--- config.mk ---
export PLATFORM = sky130hd
export DESIGN_NAME = remote_command_frame_parser
export DESIGN_NICKNAME = d
export VERILOG_FILES = /design/src/rcfp_pkg.sv /design/src/remote_command_frame_parser.sv /design/src/rcfp_front.sv /design/src/rcfp_queue.sv /design/src/rcfp_back.sv
export VERILOG_INCLUDE_DIRS = /design/src /design/src/src
export SDC_FILE = /design/constraint.sdc
export NUM_CORES = 1
export LEC_CHECK = 0
export ABC_AREA = 1
export BUFFER_PORTS_ARGS = -buffer_cell sky130_fd_sc_hd__buf_4
export CORE_MARGIN = 2
export CORE_UTILIZATION = 45
export DETAILED_ROUTE_END_ITERATION = 10
export MAX_ROUTING_LAYER = met4
export PLACE_DENSITY = 0.66
export SKIP_LAST_GASP = 1
export SLEW_MARGIN = 30
export SYNTH_ARGS = -nofsm -noshare
export SYNTH_HDL_FRONTEND = slang
export SYNTH_SLANG_ARGS = --single-unit
--- constraint.sdc ---
create_clock -name clk_i -period 12.13 [get_ports clk_i]
set_clock_uncertainty 0.05 [all_clocks]
set_input_delay 2.426 -clock clk_i [delete_from_list [all_inputs] [get_ports clk_i]]
set_output_delay 2.426 -clock clk_i [all_outputs]
set_load 0.05 [all_outputs]
--- src/remote_command_frame_parser_macros.svh ---
// ----------------------------------------------------------------------------
// Remote command frame parser assertion macros
// Shared helpers for the concurrent checks at the end of the queue and back end modules.
// ----------------------------------------------------------------------------
`ifndef REMOTE_COMMAND_FRAME_PARSER_MACROS_SVH
`define REMOTE_COMMAND_FRAME_PARSER_MACROS_SVH

// The property must hold at every clock edge outside reset.
`define RCFP_ASSERT(lbl, clk, rst_n, prop, msg) \
  lbl: assert property (@(posedge clk) disable iff (!rst_n) (prop)) else $error(msg);

// The condition must never be seen at a clock edge outside reset.
`define RCFP_ASSERT_NEVER(lbl, clk, rst_n, cond, msg) \
  lbl: assert property (@(posedge clk) disable iff (!rst_n) !(cond)) else $error(msg);

`endif

--- src/rcfp_pkg.sv ---
// ----------------------------------------------------------------------------
// Remote command frame parser package
// Shared types, protocol constants and the fixed version reply frame.
// ----------------------------------------------------------------------------
`default_nettype none

package rcfp_pkg;

  // Kind of one result item.
  typedef enum logic {
    KindReply = 1'b0,
    KindWrite = 1'b1
  } kind_e;

  // One decoded frame handed from the parser to the emitter.
  typedef struct packed {
    kind_e      kind;
    logic [7:0] addr;
    logic [7:0] value;
  } job_t;

  // Frame bytes.
  localparam logic [7:0] SyncByte   = 8'h55;
  localparam logic [7:0] ZeroByte   = 8'h00;
  localparam logic [7:0] TailByte   = 8'hAA;
  localparam logic [7:0] ReplyOrder = 8'h12;
  localparam logic [7:0] CheckBase  = 8'hFF;

  // Orders.
  localparam logic [7:0] OrderWriteA = 8'h00;
  localparam logic [7:0] OrderWriteB = 8'h01;
  localparam logic [7:0] OrderRead   = 8'h02;

  // Read addresses.
  localparam logic [7:0] AddrBattery = 8'h01;
  localparam logic [7:0] AddrWork    = 8'h02;
  localparam logic [7:0] AddrVersion = 8'h07;

  // Accepted write addresses.
  localparam logic [7:0] WrAddr03 = 8'h03;
  localparam logic [7:0] WrAddr30 = 8'h30;
  localparam logic [7:0] WrAddr32 = 8'h32;
  localparam logic [7:0] WrAddr3E = 8'h3E;

  // Length limits.
  localparam logic [7:0] MinFrameLen = 8'd7;
  localparam logic [7:0] MinReadLen  = 8'd8;
  localparam logic [7:0] MinWriteLen = 8'd9;

  // Reply frame geometry.
  localparam int unsigned IdxW          = 4;
  localparam logic [7:0]  ShortLenByte  = 8'h08;
  localparam logic [7:0]  VerLenByte    = 8'h0F;
  localparam logic [IdxW-1:0] ShortLast = 4'd8;
  localparam logic [IdxW-1:0] VerLast   = 4'd14;

  localparam logic [7:0] SpeedOffset = 8'd100;

  // The version reply never changes, checksum included.
  function automatic logic [7:0] version_byte(input logic [IdxW-1:0] idx);
    logic [7:0] b;
    case (idx)
      4'd0:    b = SyncByte;
      4'd1:    b = ZeroByte;
      4'd2:    b = VerLenByte;
      4'd3:    b = ReplyOrder;
      4'd4:    b = AddrVersion;
      4'd5:    b = 8'h50;
      4'd6:    b = 8'h2D;
      4'd7:    b = 8'h31;
      4'd8:    b = 8'h2E;
      4'd9:    b = 8'h30;
      4'd10:   b = 8'h2E;
      4'd11:   b = 8'h30;
      4'd12:   b = 8'h6D;
      4'd13:   b = ZeroByte;
      4'd14:   b = TailByte;
      default: b = ZeroByte;
    endcase
    return b;
  endfunction

endpackage

`default_nettype wire

--- src/remote_command_frame_parser.sv ---
// ----------------------------------------------------------------------------
// Remote command frame parser
// Decodes 55 00 framed remote commands and emits replies or write commands.
// ----------------------------------------------------------------------------
// Usage:
//   Packet bytes enter on the in_valid_i / in_ready_o channel, one request per
//   byte, with packet_end_i set on the last byte of a packet. Results leave on
//   the out_valid_o / out_ready_i channel, one request per reply byte or per
//   decoded write command; last_o marks the final result caused by one input.
//   The configuration port (cfg_we_i, cfg_idx_i, cfg_data_i) sets the battery
//   level (index 0) and the work state (index 1); write it only while idle.
// Throughput:
//   The parser takes one byte per cycle while the job queue has room. The
//   first result of a completed frame passes through the job queue and the
//   output register. The emitter gives one result per cycle while the
//   receiver is ready: 1 for a write, 9 or 15 for a reply.
// Reset and stalls:
//   Reset returns the parser to header hunting, empties the job queue and
//   restores battery level 100 and work state 1. When the receiver stalls,
//   the output register holds its result; the parser keeps taking bytes
//   until the job queue is full, and then drops in_ready_o.
// ----------------------------------------------------------------------------
`default_nettype none

module remote_command_frame_parser #(
  parameter int unsigned QueueDepth = 2
) (
  input  wire logic              clk_i,
  input  wire logic              rst_ni,
  // Received byte stream.
  input  wire logic              in_valid_i,
  output logic                   in_ready_o,
  input  wire logic [7:0]        rx_byte_i,
  input  wire logic              packet_end_i,
  // Results.
  output logic                   out_valid_o,
  input  wire logic              out_ready_i,
  output logic                   kind_o,
  output logic [7:0]             tx_byte_o,
  output logic [7:0]             write_addr_o,
  output logic [7:0]             write_value_o,
  output logic signed [7:0]      speed_o,
  output logic                   last_o,
  // Configuration writes.
  input  wire logic              cfg_we_i,
  input  wire logic              cfg_idx_i,
  input  wire logic [6:0]        cfg_data_i
);

  // Register indexes of the configuration port.
  localparam logic CfgBattery = 1'b0;
  localparam logic CfgWork    = 1'b1;

  logic [6:0] battery_q;
  logic       work_q;

  // Config registers, read live by the emitter: the user must change them only
  // while idle (not enforced here), so a reply never sees a half-written value.
  always_ff @(posedge clk_i or negedge rst_ni) begin
    if (!rst_ni) begin
      battery_q <= 7'd100;
      work_q    <= 1'b1;
    end else if (cfg_we_i) begin
      case (cfg_idx_i)
        CfgBattery: battery_q <= cfg_data_i;
        CfgWork:    work_q    <= cfg_data_i[0];
        default:    battery_q <= battery_q;
      endcase
    end
  end

  logic           push, pop, full, empty;
  rcfp_pkg::job_t push_job, head_job;

  // Front end: header hunt, frame walk and checks. A good frame becomes one
  // job in the queue on the cycle its tail byte is accepted.
  rcfp_front u_front (
    .clk_i        (clk_i),
    .rst_ni       (rst_ni),
    .in_valid_i   (in_valid_i),
    .in_ready_o   (in_ready_o),
    .rx_byte_i    (rx_byte_i),
    .packet_end_i (packet_end_i),
    .full_i       (full),
    .push_o       (push),
    .push_job_o   (push_job)
  );

  // Job queue lets a long reply drain while the next frame is parsed.
  rcfp_queue #(
    .Depth (QueueDepth)
  ) u_queue (
    .clk_i      (clk_i),
    .rst_ni     (rst_ni),
    .push_i     (push),
    .push_job_i (push_job),
    .pop_i      (pop),
    .full_o     (full),
    .empty_o    (empty),
    .head_o     (head_job)
  );

  // Back end: expands the head job into result items through an output
  // register; the job leaves the queue with its last result.
  rcfp_back u_back (
    .clk_i         (clk_i),
    .rst_ni        (rst_ni),
    .head_i        (head_job),
    .empty_i       (empty),
    .pop_o         (pop),
    .battery_i     (battery_q),
    .work_i        (work_q),
    .out_valid_o   (out_valid_o),
    .out_ready_i   (out_ready_i),
    .kind_o        (kind_o),
    .tx_byte_o     (tx_byte_o),
    .write_addr_o  (write_addr_o),
    .write_value_o (write_value_o),
    .speed_o       (speed_o),
    .last_o        (last_o)
  );

endmodule

`default_nettype wire

--- src/rcfp_front.sv ---
// ----------------------------------------------------------------------------
// Remote command frame parser front end
// Hunts the header, walks the frame, checks tail and checksum, queues jobs.
// ----------------------------------------------------------------------------
`default_nettype none

module rcfp_front (
  input  wire logic             clk_i,
  input  wire logic             rst_ni,
  input  wire logic             in_valid_i,
  output logic                  in_ready_o,
  input  wire logic [7:0]       rx_byte_i,
  input  wire logic             packet_end_i,
  input  wire logic             full_i,
  output logic                  push_o,
  output rcfp_pkg::job_t        push_job_o
);

  typedef enum logic [4:0] {
    PhHunt  = 5'b00001,
    PhSaw55 = 5'b00010,
    PhLen   = 5'b00100,
    PhBody  = 5'b01000,
    PhDone  = 5'b10000
  } phase_e;

  phase_e     phase_q, phase_d;
  logic [7:0] count_q, count_d;
  logic [7:0] len_q, len_d;
  logic [7:0] order_q, order_d;
  logic [7:0] first_q, first_d;
  logic [7:0] second_q, second_d;
  logic [7:0] sum_q, sum_d;
  logic [7:0] chk_q, chk_d;

  logic       accept;
  logic [7:0] chk_pos;
  logic       is_write_order;
  logic       write_addr_ok;

  assign in_ready_o = !full_i;
  assign accept     = in_valid_i && in_ready_o;
  assign chk_pos    = len_q - 8'd3;

  assign is_write_order = (order_q == rcfp_pkg::OrderWriteA) ||
                          (order_q == rcfp_pkg::OrderWriteB);
  assign write_addr_ok  = first_q inside {rcfp_pkg::WrAddr03, rcfp_pkg::WrAddr30,
                                          rcfp_pkg::WrAddr32, rcfp_pkg::WrAddr3E};

  always_comb begin
    phase_d    = phase_q;
    count_d    = count_q;
    len_d      = len_q;
    order_d    = order_q;
    first_d    = first_q;
    second_d   = second_q;
    sum_d      = sum_q;
    chk_d      = chk_q;
    push_o     = 1'b0;
    push_job_o = '{kind: rcfp_pkg::KindReply, addr: first_q, value: second_q};

    if (accept) begin
      case (phase_q)
        PhHunt: begin
          if (rx_byte_i == rcfp_pkg::SyncByte) begin
            phase_d = PhSaw55;
          end
        end
        PhSaw55: begin
          if (rx_byte_i == rcfp_pkg::ZeroByte) begin
            phase_d = PhLen;
            count_d = 8'd2;
          end else if (rx_byte_i != rcfp_pkg::SyncByte) begin
            phase_d = PhHunt;
          end
        end
        PhLen: begin
          len_d = rx_byte_i;
          if (rx_byte_i < rcfp_pkg::MinFrameLen) begin
            phase_d = PhDone;
          end else begin
            sum_d   = rx_byte_i;
            count_d = 8'd3;
            phase_d = PhBody;
          end
        end
        PhBody: begin
          if (count_q == 8'd3) begin
            order_d = rx_byte_i;
            sum_d   = sum_q + rx_byte_i;
          end else if (count_q < chk_pos) begin
            if (count_q == 8'd4) begin
              first_d = rx_byte_i;
            end else if (count_q == 8'd5) begin
              second_d = rx_byte_i;
            end
            sum_d = sum_q + rx_byte_i;
          end else if (count_q == chk_pos) begin
            chk_d = rx_byte_i;
          end else if (count_q == chk_pos + 8'd1) begin
            if (rx_byte_i != rcfp_pkg::ZeroByte) begin
              phase_d = PhDone;
            end
          end else begin
            // Tail byte: the frame is complete, good or bad.
            if ((rx_byte_i == rcfp_pkg::TailByte) &&
                (chk_q == rcfp_pkg::CheckBase - sum_q)) begin
              if (order_q == rcfp_pkg::OrderRead) begin
                push_o = len_q >= rcfp_pkg::MinReadLen;
              end else if (is_write_order) begin
                push_o = (len_q >= rcfp_pkg::MinWriteLen) && write_addr_ok;
                push_job_o.kind = rcfp_pkg::KindWrite;
              end
            end
            phase_d = PhDone;
          end
          count_d = count_q + 8'd1;
        end
        PhDone: begin
          phase_d = PhDone;
        end
        default: begin
          phase_d = PhHunt;
        end
      endcase

      if (packet_end_i) begin
        phase_d = PhHunt;
      end
    end
  end

  always_ff @(posedge clk_i or negedge rst_ni) begin
    if (!rst_ni) begin
      phase_q  <= PhHunt;
      count_q  <= '0;
      len_q    <= '0;
      order_q  <= '0;
      first_q  <= '0;
      second_q <= '0;
      sum_q    <= '0;
      chk_q    <= '0;
    end else begin
      phase_q  <= phase_d;
      count_q  <= count_d;
      len_q    <= len_d;
      order_q  <= order_d;
      first_q  <= first_d;
      second_q <= second_d;
      sum_q    <= sum_d;
      chk_q    <= chk_d;
    end
  end

endmodule

`default_nettype wire

--- src/rcfp_queue.sv ---
// ----------------------------------------------------------------------------
// Remote command frame parser job queue
// Small FIFO of decoded frames between the parser and the emitter.
// ----------------------------------------------------------------------------
`default_nettype none

`include "remote_command_frame_parser_macros.svh"

module rcfp_queue #(
  parameter int unsigned Depth = 2
) (
  input  wire logic            clk_i,
  input  wire logic            rst_ni,
  input  wire logic            push_i,
  input  wire rcfp_pkg::job_t  push_job_i,
  input  wire logic            pop_i,
  output logic                 full_o,
  output logic                 empty_o,
  output rcfp_pkg::job_t       head_o
);

  localparam int unsigned PtrW = (Depth > 1) ? $clog2(Depth) : 1;
  localparam int unsigned CntW = $clog2(Depth + 1);

  rcfp_pkg::job_t mem_q [Depth];
  logic [PtrW-1:0] wr_ptr_q, wr_ptr_d;
  logic [PtrW-1:0] rd_ptr_q, rd_ptr_d;
  logic [CntW-1:0] count_q, count_d;

  assign full_o  = count_q == CntW'(Depth);
  assign empty_o = count_q == '0;
  assign head_o  = mem_q[rd_ptr_q];

  always_comb begin
    wr_ptr_d = wr_ptr_q;
    rd_ptr_d = rd_ptr_q;
    count_d  = count_q;
    if (push_i) begin
      wr_ptr_d = (wr_ptr_q == PtrW'(Depth - 1)) ? '0 : wr_ptr_q + 1'b1;
    end
    if (pop_i) begin
      rd_ptr_d = (rd_ptr_q == PtrW'(Depth - 1)) ? '0 : rd_ptr_q + 1'b1;
    end
    case ({push_i, pop_i})
      2'b10:   count_d = count_q + 1'b1;
      2'b01:   count_d = count_q - 1'b1;
      default: count_d = count_q;
    endcase
  end

  always_ff @(posedge clk_i or negedge rst_ni) begin
    if (!rst_ni) begin
      wr_ptr_q <= '0;
      rd_ptr_q <= '0;
      count_q  <= '0;
    end else begin
      wr_ptr_q <= wr_ptr_d;
      rd_ptr_q <= rd_ptr_d;
      count_q  <= count_d;
    end
  end

  always_ff @(posedge clk_i) begin
    if (push_i) begin
      mem_q[wr_ptr_q] <= push_job_i;
    end
  end

  `RCFP_ASSERT_NEVER(a_no_overflow, clk_i, rst_ni, push_i && full_o, "job pushed into full queue")
  `RCFP_ASSERT_NEVER(a_no_underflow, clk_i, rst_ni, pop_i && empty_o, "job popped from empty queue")
  `RCFP_ASSERT(a_count_bound, clk_i, rst_ni, count_q <= CntW'(Depth), "queue count beyond depth")

endmodule

`default_nettype wire

--- src/rcfp_back.sv ---
// ----------------------------------------------------------------------------
// Remote command frame parser back end
// Turns queued jobs into reply bytes or writes, one per cycle unless stalled.
// ----------------------------------------------------------------------------
`default_nettype none

`include "remote_command_frame_parser_macros.svh"

module rcfp_back (
  input  wire logic            clk_i,
  input  wire logic            rst_ni,
  input  wire rcfp_pkg::job_t  head_i,
  input  wire logic            empty_i,
  output logic                 pop_o,
  input  wire logic [6:0]      battery_i,
  input  wire logic            work_i,
  output logic                 out_valid_o,
  input  wire logic            out_ready_i,
  output logic                 kind_o,
  output logic [7:0]           tx_byte_o,
  output logic [7:0]           write_addr_o,
  output logic [7:0]           write_value_o,
  output logic signed [7:0]    speed_o,
  output logic                 last_o
);

  logic [rcfp_pkg::IdxW-1:0] idx_q, idx_d;
  logic                      valid_q;
  rcfp_pkg::kind_e           kind_q;
  logic [7:0]                tx_q, addr_q, value_q, speed_q;
  logic                      last_q;

  logic                      advance, step, is_last, is_write;
  logic [rcfp_pkg::IdxW-1:0] last_idx;
  logic [7:0]                data_byte, short_chk, short_byte, reply_byte;
  logic [15:0]               prod;
  logic [16:0]               quot_sum;
  logic [7:0]                speed_val;

  assign is_write = head_i.kind == rcfp_pkg::KindWrite;
  assign last_idx = is_write ? '0 :
                    (head_i.addr == rcfp_pkg::AddrVersion) ? rcfp_pkg::VerLast :
                    rcfp_pkg::ShortLast;
  assign is_last  = idx_q == last_idx;
  assign advance  = !valid_q || out_ready_i;
  assign step     = advance && !empty_i;
  assign pop_o    = step && is_last;
  assign idx_d    = step ? (is_last ? '0 : idx_q + 1'b1) : idx_q;

  // Nine-byte status reply, or the fixed version reply for the version address.
  always_comb begin
    if (head_i.addr == rcfp_pkg::AddrBattery) begin
      data_byte = {1'b0, battery_i};
    end else if (head_i.addr == rcfp_pkg::AddrWork) begin
      data_byte = {7'd0, work_i};
    end else begin
      data_byte = '0;
    end
    short_chk = rcfp_pkg::CheckBase - rcfp_pkg::ShortLenByte - rcfp_pkg::ReplyOrder -
                head_i.addr - data_byte;
    case (idx_q)
      4'd0:    short_byte = rcfp_pkg::SyncByte;
      4'd1:    short_byte = rcfp_pkg::ZeroByte;
      4'd2:    short_byte = rcfp_pkg::ShortLenByte;
      4'd3:    short_byte = rcfp_pkg::ReplyOrder;
      4'd4:    short_byte = head_i.addr;
      4'd5:    short_byte = data_byte;
      4'd6:    short_byte = short_chk;
      4'd7:    short_byte = rcfp_pkg::ZeroByte;
      4'd8:    short_byte = rcfp_pkg::TailByte;
      default: short_byte = rcfp_pkg::ZeroByte;
    endcase
    reply_byte = (head_i.addr == rcfp_pkg::AddrVersion) ?
                 rcfp_pkg::version_byte(idx_q) : short_byte;
  end

  // Speed is -100 + floor(200 * value / 255); the divide by 255 uses the
  // (x + (x >> 8) + 1) >> 8 identity, exact for x below 65535.
  assign prod      = {1'b0, head_i.value, 7'd0} + {2'b0, head_i.value, 6'd0} +
                     {5'b0, head_i.value, 3'd0};
  assign quot_sum  = {1'b0, prod} + {9'd0, prod[15:8]} + 17'd1;
  assign speed_val = quot_sum[15:8] - rcfp_pkg::SpeedOffset;

  always_ff @(posedge clk_i or negedge rst_ni) begin
    if (!rst_ni) begin
      valid_q <= 1'b0;
      idx_q   <= '0;
    end else begin
      if (advance) begin
        valid_q <= !empty_i;
      end
      idx_q <= idx_d;
    end
  end

  always_ff @(posedge clk_i) begin
    if (step) begin
      kind_q  <= head_i.kind;
      last_q  <= is_last;
      tx_q    <= is_write ? '0 : reply_byte;
      addr_q  <= is_write ? head_i.addr : '0;
      value_q <= is_write ? head_i.value : '0;
      speed_q <= is_write ? speed_val : '0;
    end
  end

  assign out_valid_o   = valid_q;
  assign kind_o        = kind_q;
  assign tx_byte_o     = tx_q;
  assign write_addr_o  = addr_q;
  assign write_value_o = value_q;
  assign speed_o       = speed_q;
  assign last_o        = last_q;

  `RCFP_ASSERT(a_write_is_last, clk_i, rst_ni, (valid_q && kind_q == rcfp_pkg::KindWrite) |-> last_q, "write command not marked last")
  `RCFP_ASSERT(a_reply_ends_tail, clk_i, rst_ni, (valid_q && kind_q == rcfp_pkg::KindReply && last_q) |-> (tx_q == rcfp_pkg::TailByte), "reply frame ends without tail")
  `RCFP_ASSERT(a_idx_bound, clk_i, rst_ni, idx_q <= rcfp_pkg::VerLast, "reply index past longest frame")

endmodule

`default_nettype wire

# == Word-level counts from Yosys, hierarchy flattened ==
# Memory sizes are Yosys's and may differ from the RTL's.
# Cells that the tools add are included.
# word_totals
rom_bits,128
ff_bits,112
output_inout_bits,36
ramBits,34
wordCells,167
mem_count,2
input_bits,22
# mem_list
name,words,width,read_ports,rd_ports_with_merged_regs,wr,line_no,source
(name not given),16,8,1,0,0,rcfp_pkg.sv:62,case (idx)
u_queue.mem_q,2,17,1,0,1,rcfp_queue.sv:25,rcfp_pkg::job_t mem_q [Depth];
# op_classes
n_addsub,17
bitwise_logic,4
n_eq_ne,42
mux,48
magnitude_cmp,4
reduce_logical,29
# ops
op,count
$pmux 8 s7,1
$mux 5,10
$mux 8,6
$eq 8x2->1 const B,4
$pmux 5 s5,1
$eq 8x3->1 const B,3
$eq 8x6->1 const B,3
$eq 8x8->1,3
$pmux 8 s3,1
$mux 1,23
$add 15x14->16,1
$add 16x1->16 const B,1
$add 16x11->16,1
$add 16x8->16,1
$add 8x1->8 const B,2
$eq 8x1->1 const B,2
$ge 8x4->1 const B,2
$logic_not 8->1,2
$pmux 8 s2,1
$sub 8x8->8 const A,2
$eq 4x3->1 const B,3
$reduce_and 5->1,2
$ne 3x3->1 const B,3
$add 8x8->8,1
other kinds (47),65

# == Longest topological paths before layout ==
# logic_depth
depth_word,14
mapped_depth,34
depth_no_buf,32

# == Cells and area by module ==
# A second synthesis with hierarchy kept.
# hier_totals
hier_cells,1153
hier_area_um2,9301.4
# modules_own_cells
mod,cells_each,seq_area_each_um2,area_each_um2,instances
rcfp_front,544,1527.7,3973.8,1
rcfp_back,460,1146.1,3442.1,1
rcfp_queue,113,1121.1,1547.7,1
remote_command_frame_parser,36,205.2,337.8,1

# == Least setup slack after synthesis ==
# No wires, ideal clock.
# synth_timing
path_kind,input to register
from,in out_ready_i
to,reg u_queue.count_q[1]
arrival_ns,5.545
setup_time_ns,0.131
n_path_buf,0
stages,8
required_time_ns,11.949
setup_slack_ns,6.404
path_cell_list,nor2_1 > a21oi_1 > inv_1 > nor2_4 > ha_1 > a21oi_1 > o21ai_0 > xor2_1
# synth_between
elab_chain_len,5
# synth_rtl
item,line_no,source
start: declaration,remote_command_frame_parser.sv:37,"input wire logic out_ready_i,"
$logic_or 1x1->1 *,rcfp_back.sv:45,assign advance = !valid_q || out_ready_i;
$logic_and 1x1->1 *,rcfp_back.sv:46,assign step = advance && !empty_i;
named net u_back.step,rcfp_back.sv:33,"logic advance, step, is_last, is_write;"
$logic_and 1x1->1 *,rcfp_back.sv:47,assign pop_o = step && is_last;
named net pop,remote_command_frame_parser.sv:72,"logic push, pop, full, empty;"
$eq 2x1->1 or $eq 2x2->1 (tied branches),rcfp_queue.sv:44,"case ({push_i, pop_i})"
$pmux 2 s2 or $reduce_bool 2->1 (tied branches),-,
end signal: assignment,rcfp_queue.sv:59,count_q <= count_d;
end: declaration,rcfp_queue.sv:28,"logic [CntW-1:0] count_q, count_d;"
# Mark *: on every way through the listed nets, which the timed path passes. The rest lies on a longest branch.
# A chain may end at the register's enable or synchronous reset.

==> reports/metrics.cfg <==
[layout]
diodes=0
fin_cells=1405
area_delta_synth_final_pct=14.9
num-nets-final=1215
drive_above_1_share=0.132
n_fill_cell=1848

[floorplanning]
rows=51
pin_count=58
start_util=0.458
dieArea_um2=20900
coreArea_um2=19400
die_h_um=145
die_w_um=145

[sta]
fmax_mhz=186
relSlewSlack=0.472
fin_tns_setup_ns=0
period_share=0.444
drv_slew=0
finalCriticalPeriod_ns=5.38
setup_viol=0
rsz0062_at_grt=false
tightest_slew_ns=0.793
hold_viol_final=0

[placement]
gp_congestion=0.918
port_buffers=57
dp_hpwl_mm=15.0
place_inst=1373

[synthesis]
seq_area_frac_synth=0.450
yosys_warnings=0
syn_area_um2=8890
synth_top_cell_area_share=0.230
ys.flop_type=dfrtp_1
ys_ff_latch=146
ys_top_cells_by_area=edfxtp_1 (23%), dfrtp_1 (21%), nand2_1 (11%)
yosysUniqueCellTypes=57
synth_edf_count=68
synthesis.instances=1064
synth_nets=1152
ys_top_cells_by_count=nand2_1 (252), inv_1 (140), nor2_1 (109)
avgSynthCellArea_um2=8.36
yosys.cell_count.top_type=nand2_1
yosys.area.top_type=edfxtp_1
async_reset_ff_frac=0.534

[clock_tree]
cts-root-buf=clkbuf_16
cts_sinks=146
cts_htree_levels=4
insertion_delay_ns=0.43
ctsResizeCount=0
cts_setup_buffers=0
cts_hold_repair.buffers=0
clock_tree.buffer_depth=2
cts_buffers=17
cts_tree=yes
clk_pin_slew_worst_paths_ns=0.06

[power]
seqPwrFrac=0.369
intPower_mw=1.11
leakage_nw=4.69
p_switching_uw=687
power_frac_comb=0.332
swShare=0.382
clock_power_share=0.299
p_per_area_nw_per_um2=176
vdd.ir_drop.worst_mv=0.109

[critical_path]
worstPathRequired_ns=12.27
critical_path.max_fanout=19
regToRegSetupSlack_ns=6.75
worst_setup_path_start_kind=flip-flop
cp.arrival_ns=5.52
worst_setup_path_end_kind=flip-flop
r2r_cells=27
critPathKind=reg -> reg

[routing]
wl_per_cell_um=14.3
drtIter0Drc=448
drc_errors=0
postRouteAntennaNets=0
num_vias=7200
drtPass1Iterations=5
wirelength_mm=20.1
vias_per_cell=5.12

[grt]
first_global_vias=6724
grt_first_pass_wirelength_mm=32.9
grt_max_degree=79
antenna_found_initial=0
grt.overflow.total=0
track_usage=0.209

[run]
max-cap-violations=0

[hold_path]
hp-class=reg -> reg
whs_path_depth=2

[status]
status=completed

power by group through the flow:
stage / sequential [mW] / clock [mW] / combinational (mW)
after floorplan: 0.844 / 0 / 0.260
after global placement: 0.673 / 0 / 0.592
after detailed placement: 0.674 / 0 / 0.600
after CTS: 0.665 / 0.549 / 0.602
after global routing: 0.675 / 0.569 / 0.654
final: 0.664 / 0.538 / 0.597
layer usage:
layer,vias to the layer above,wire length [um],GRT usage
li1,3659,-,-
met3,29,790,0.0381
met1,3360,9000,0.262
met5,-,0,-
met4,0,340,0.0613
met2,152,9940,0.350
worst max-delay path, cell delays in order, from the launching register on:
cell and delay (ns):
dfrtp_1 0.86, inv_8 0.12, or2_2 0.31, o21ai_0 0.12, inv_1 0.15, fa_1 0.49, ha_1 0.27, fa_1 0.43
nand3_1 0.09, nand3_1 0.11, nand4_1 0.08, o311ai_0 0.22, ha_1 0.38, a21oi_1 0.20, nor2_1 0.07, a21oi_1 0.15
nand2_2 0.11, nand2_2 0.10, inv_2 0.06, nor2_1 0.11, inv_1 0.09, ha_1 0.21, nand2_1 0.09, nand2_1 0.05
inv_1 0.06, nand2_1 0.05, nand2_1 0.06, nor2_1 0.04
final cells by class:
class	instances	area [um^2]	area share
flip-flops and latches	146	4000	0.392
repair buffers	61	462	0.0452
multi-input cells	754	4260	0.417
clock buffers	19	443	0.0434
clock inverters	13	160	0.0157
inverters	147	564	0.0552
well taps	265	332	0.0325
cell usage in the layout (no fill, tap or decap), types with 7 or more instances in the layout:
cell type    n
nand4_1     21
a21oi_1     50
nor4_1      11
o21ai_1      8
fa_1         7
a31oi_1     11
nand3_1     46
ha_1        59
buf_4       60
o21ai_0     68
edfxtp_1    68
xor2_1      13
nor3_1      16
nor2_1     109
nand2_2     10
inv_1      140
nand2_1    252
or2_2       12
dfrtp_1     73
clkbuf_16   17
per-stage QoR:
stage	hold slack, ns	setup WS, ns	util	total power, mW	area, um^2
6_report	0.427	6.75	0.527	1.80	10200
5_1_grt	0.461	6.30	0.527	1.90	10200
4_1_cts	0.432	6.77	0.527	1.81	10200
3_5_place_dp	0.419	6.78	0.496	1.27	9610
3_3_place_gp	0.408	7.00	0.495	1.27	9610
2_1_floorplan	0.392	6.40	-	1.10	8890
flip-flops by register name, summed over array words and instances, names as in the netlist, 7 cells and up:
name / count
u_queue.mem_q: 34
u_back.speed_o: 8
u_back.tx_byte_o: 8
u_back.write_addr_o: 8
u_back.write_value_o: 8
u_front.chk_q: 8
u_front.count_q: 8
u_front.first_q: 8
u_front.len_q: 8
u_front.order_q: 8
u_front.second_q: 8
u_front.sum_q: 8
battery_q: 7
path summary, 6_finish.rpt:
kind / endpoint / start
worst min-delay path: u_queue.wr_ptr_q$_DFFE_PN0P_ / u_queue.wr_ptr_q$_DFFE_PN0P_
worst min register to register: u_queue.wr_ptr_q$_DFFE_PN0P_ / u_queue.wr_ptr_q$_DFFE_PN0P_
max in group asynchronous: u_front.chk_q[4]$_DFFE_PN0P_ / rst_ni
min in group asynchronous: u_front.phase_q[1]$_DFFE_PN0P_ / rst_ni
worst max-delay path: u_back.speed_o[6]$_SDFFCE_PN0P_ / u_queue.rd_ptr_q$_DFFE_PN0P_
worst max register to register: u_back.speed_o[6]$_SDFFCE_PN0P_ / u_queue.rd_ptr_q$_DFFE_PN0P_
cells by family (layout without fill, tap and decap cells):
| group | after synthesis | count (layout) | share of synthesized area |
|---|---|---|---|
| multiplexers | 2 | 2 | 0.00253 |
| adder cells (fa/ha/maj) | 66 | 66 | 0.0988 |
| AO/OA/AOI/OAI | 165 | 165 | 0.105 |
| buffers and inverters | 164 | 240 | 0.0729 |
| AND/OR/NAND/NOR | 501 | 501 | 0.251 |
| flip-flops | 146 | 146 | 0.450 |
| XOR/XNOR | 20 | 20 | 0.0205 |
No activity file was read; power rests on OpenSTA's default activity.
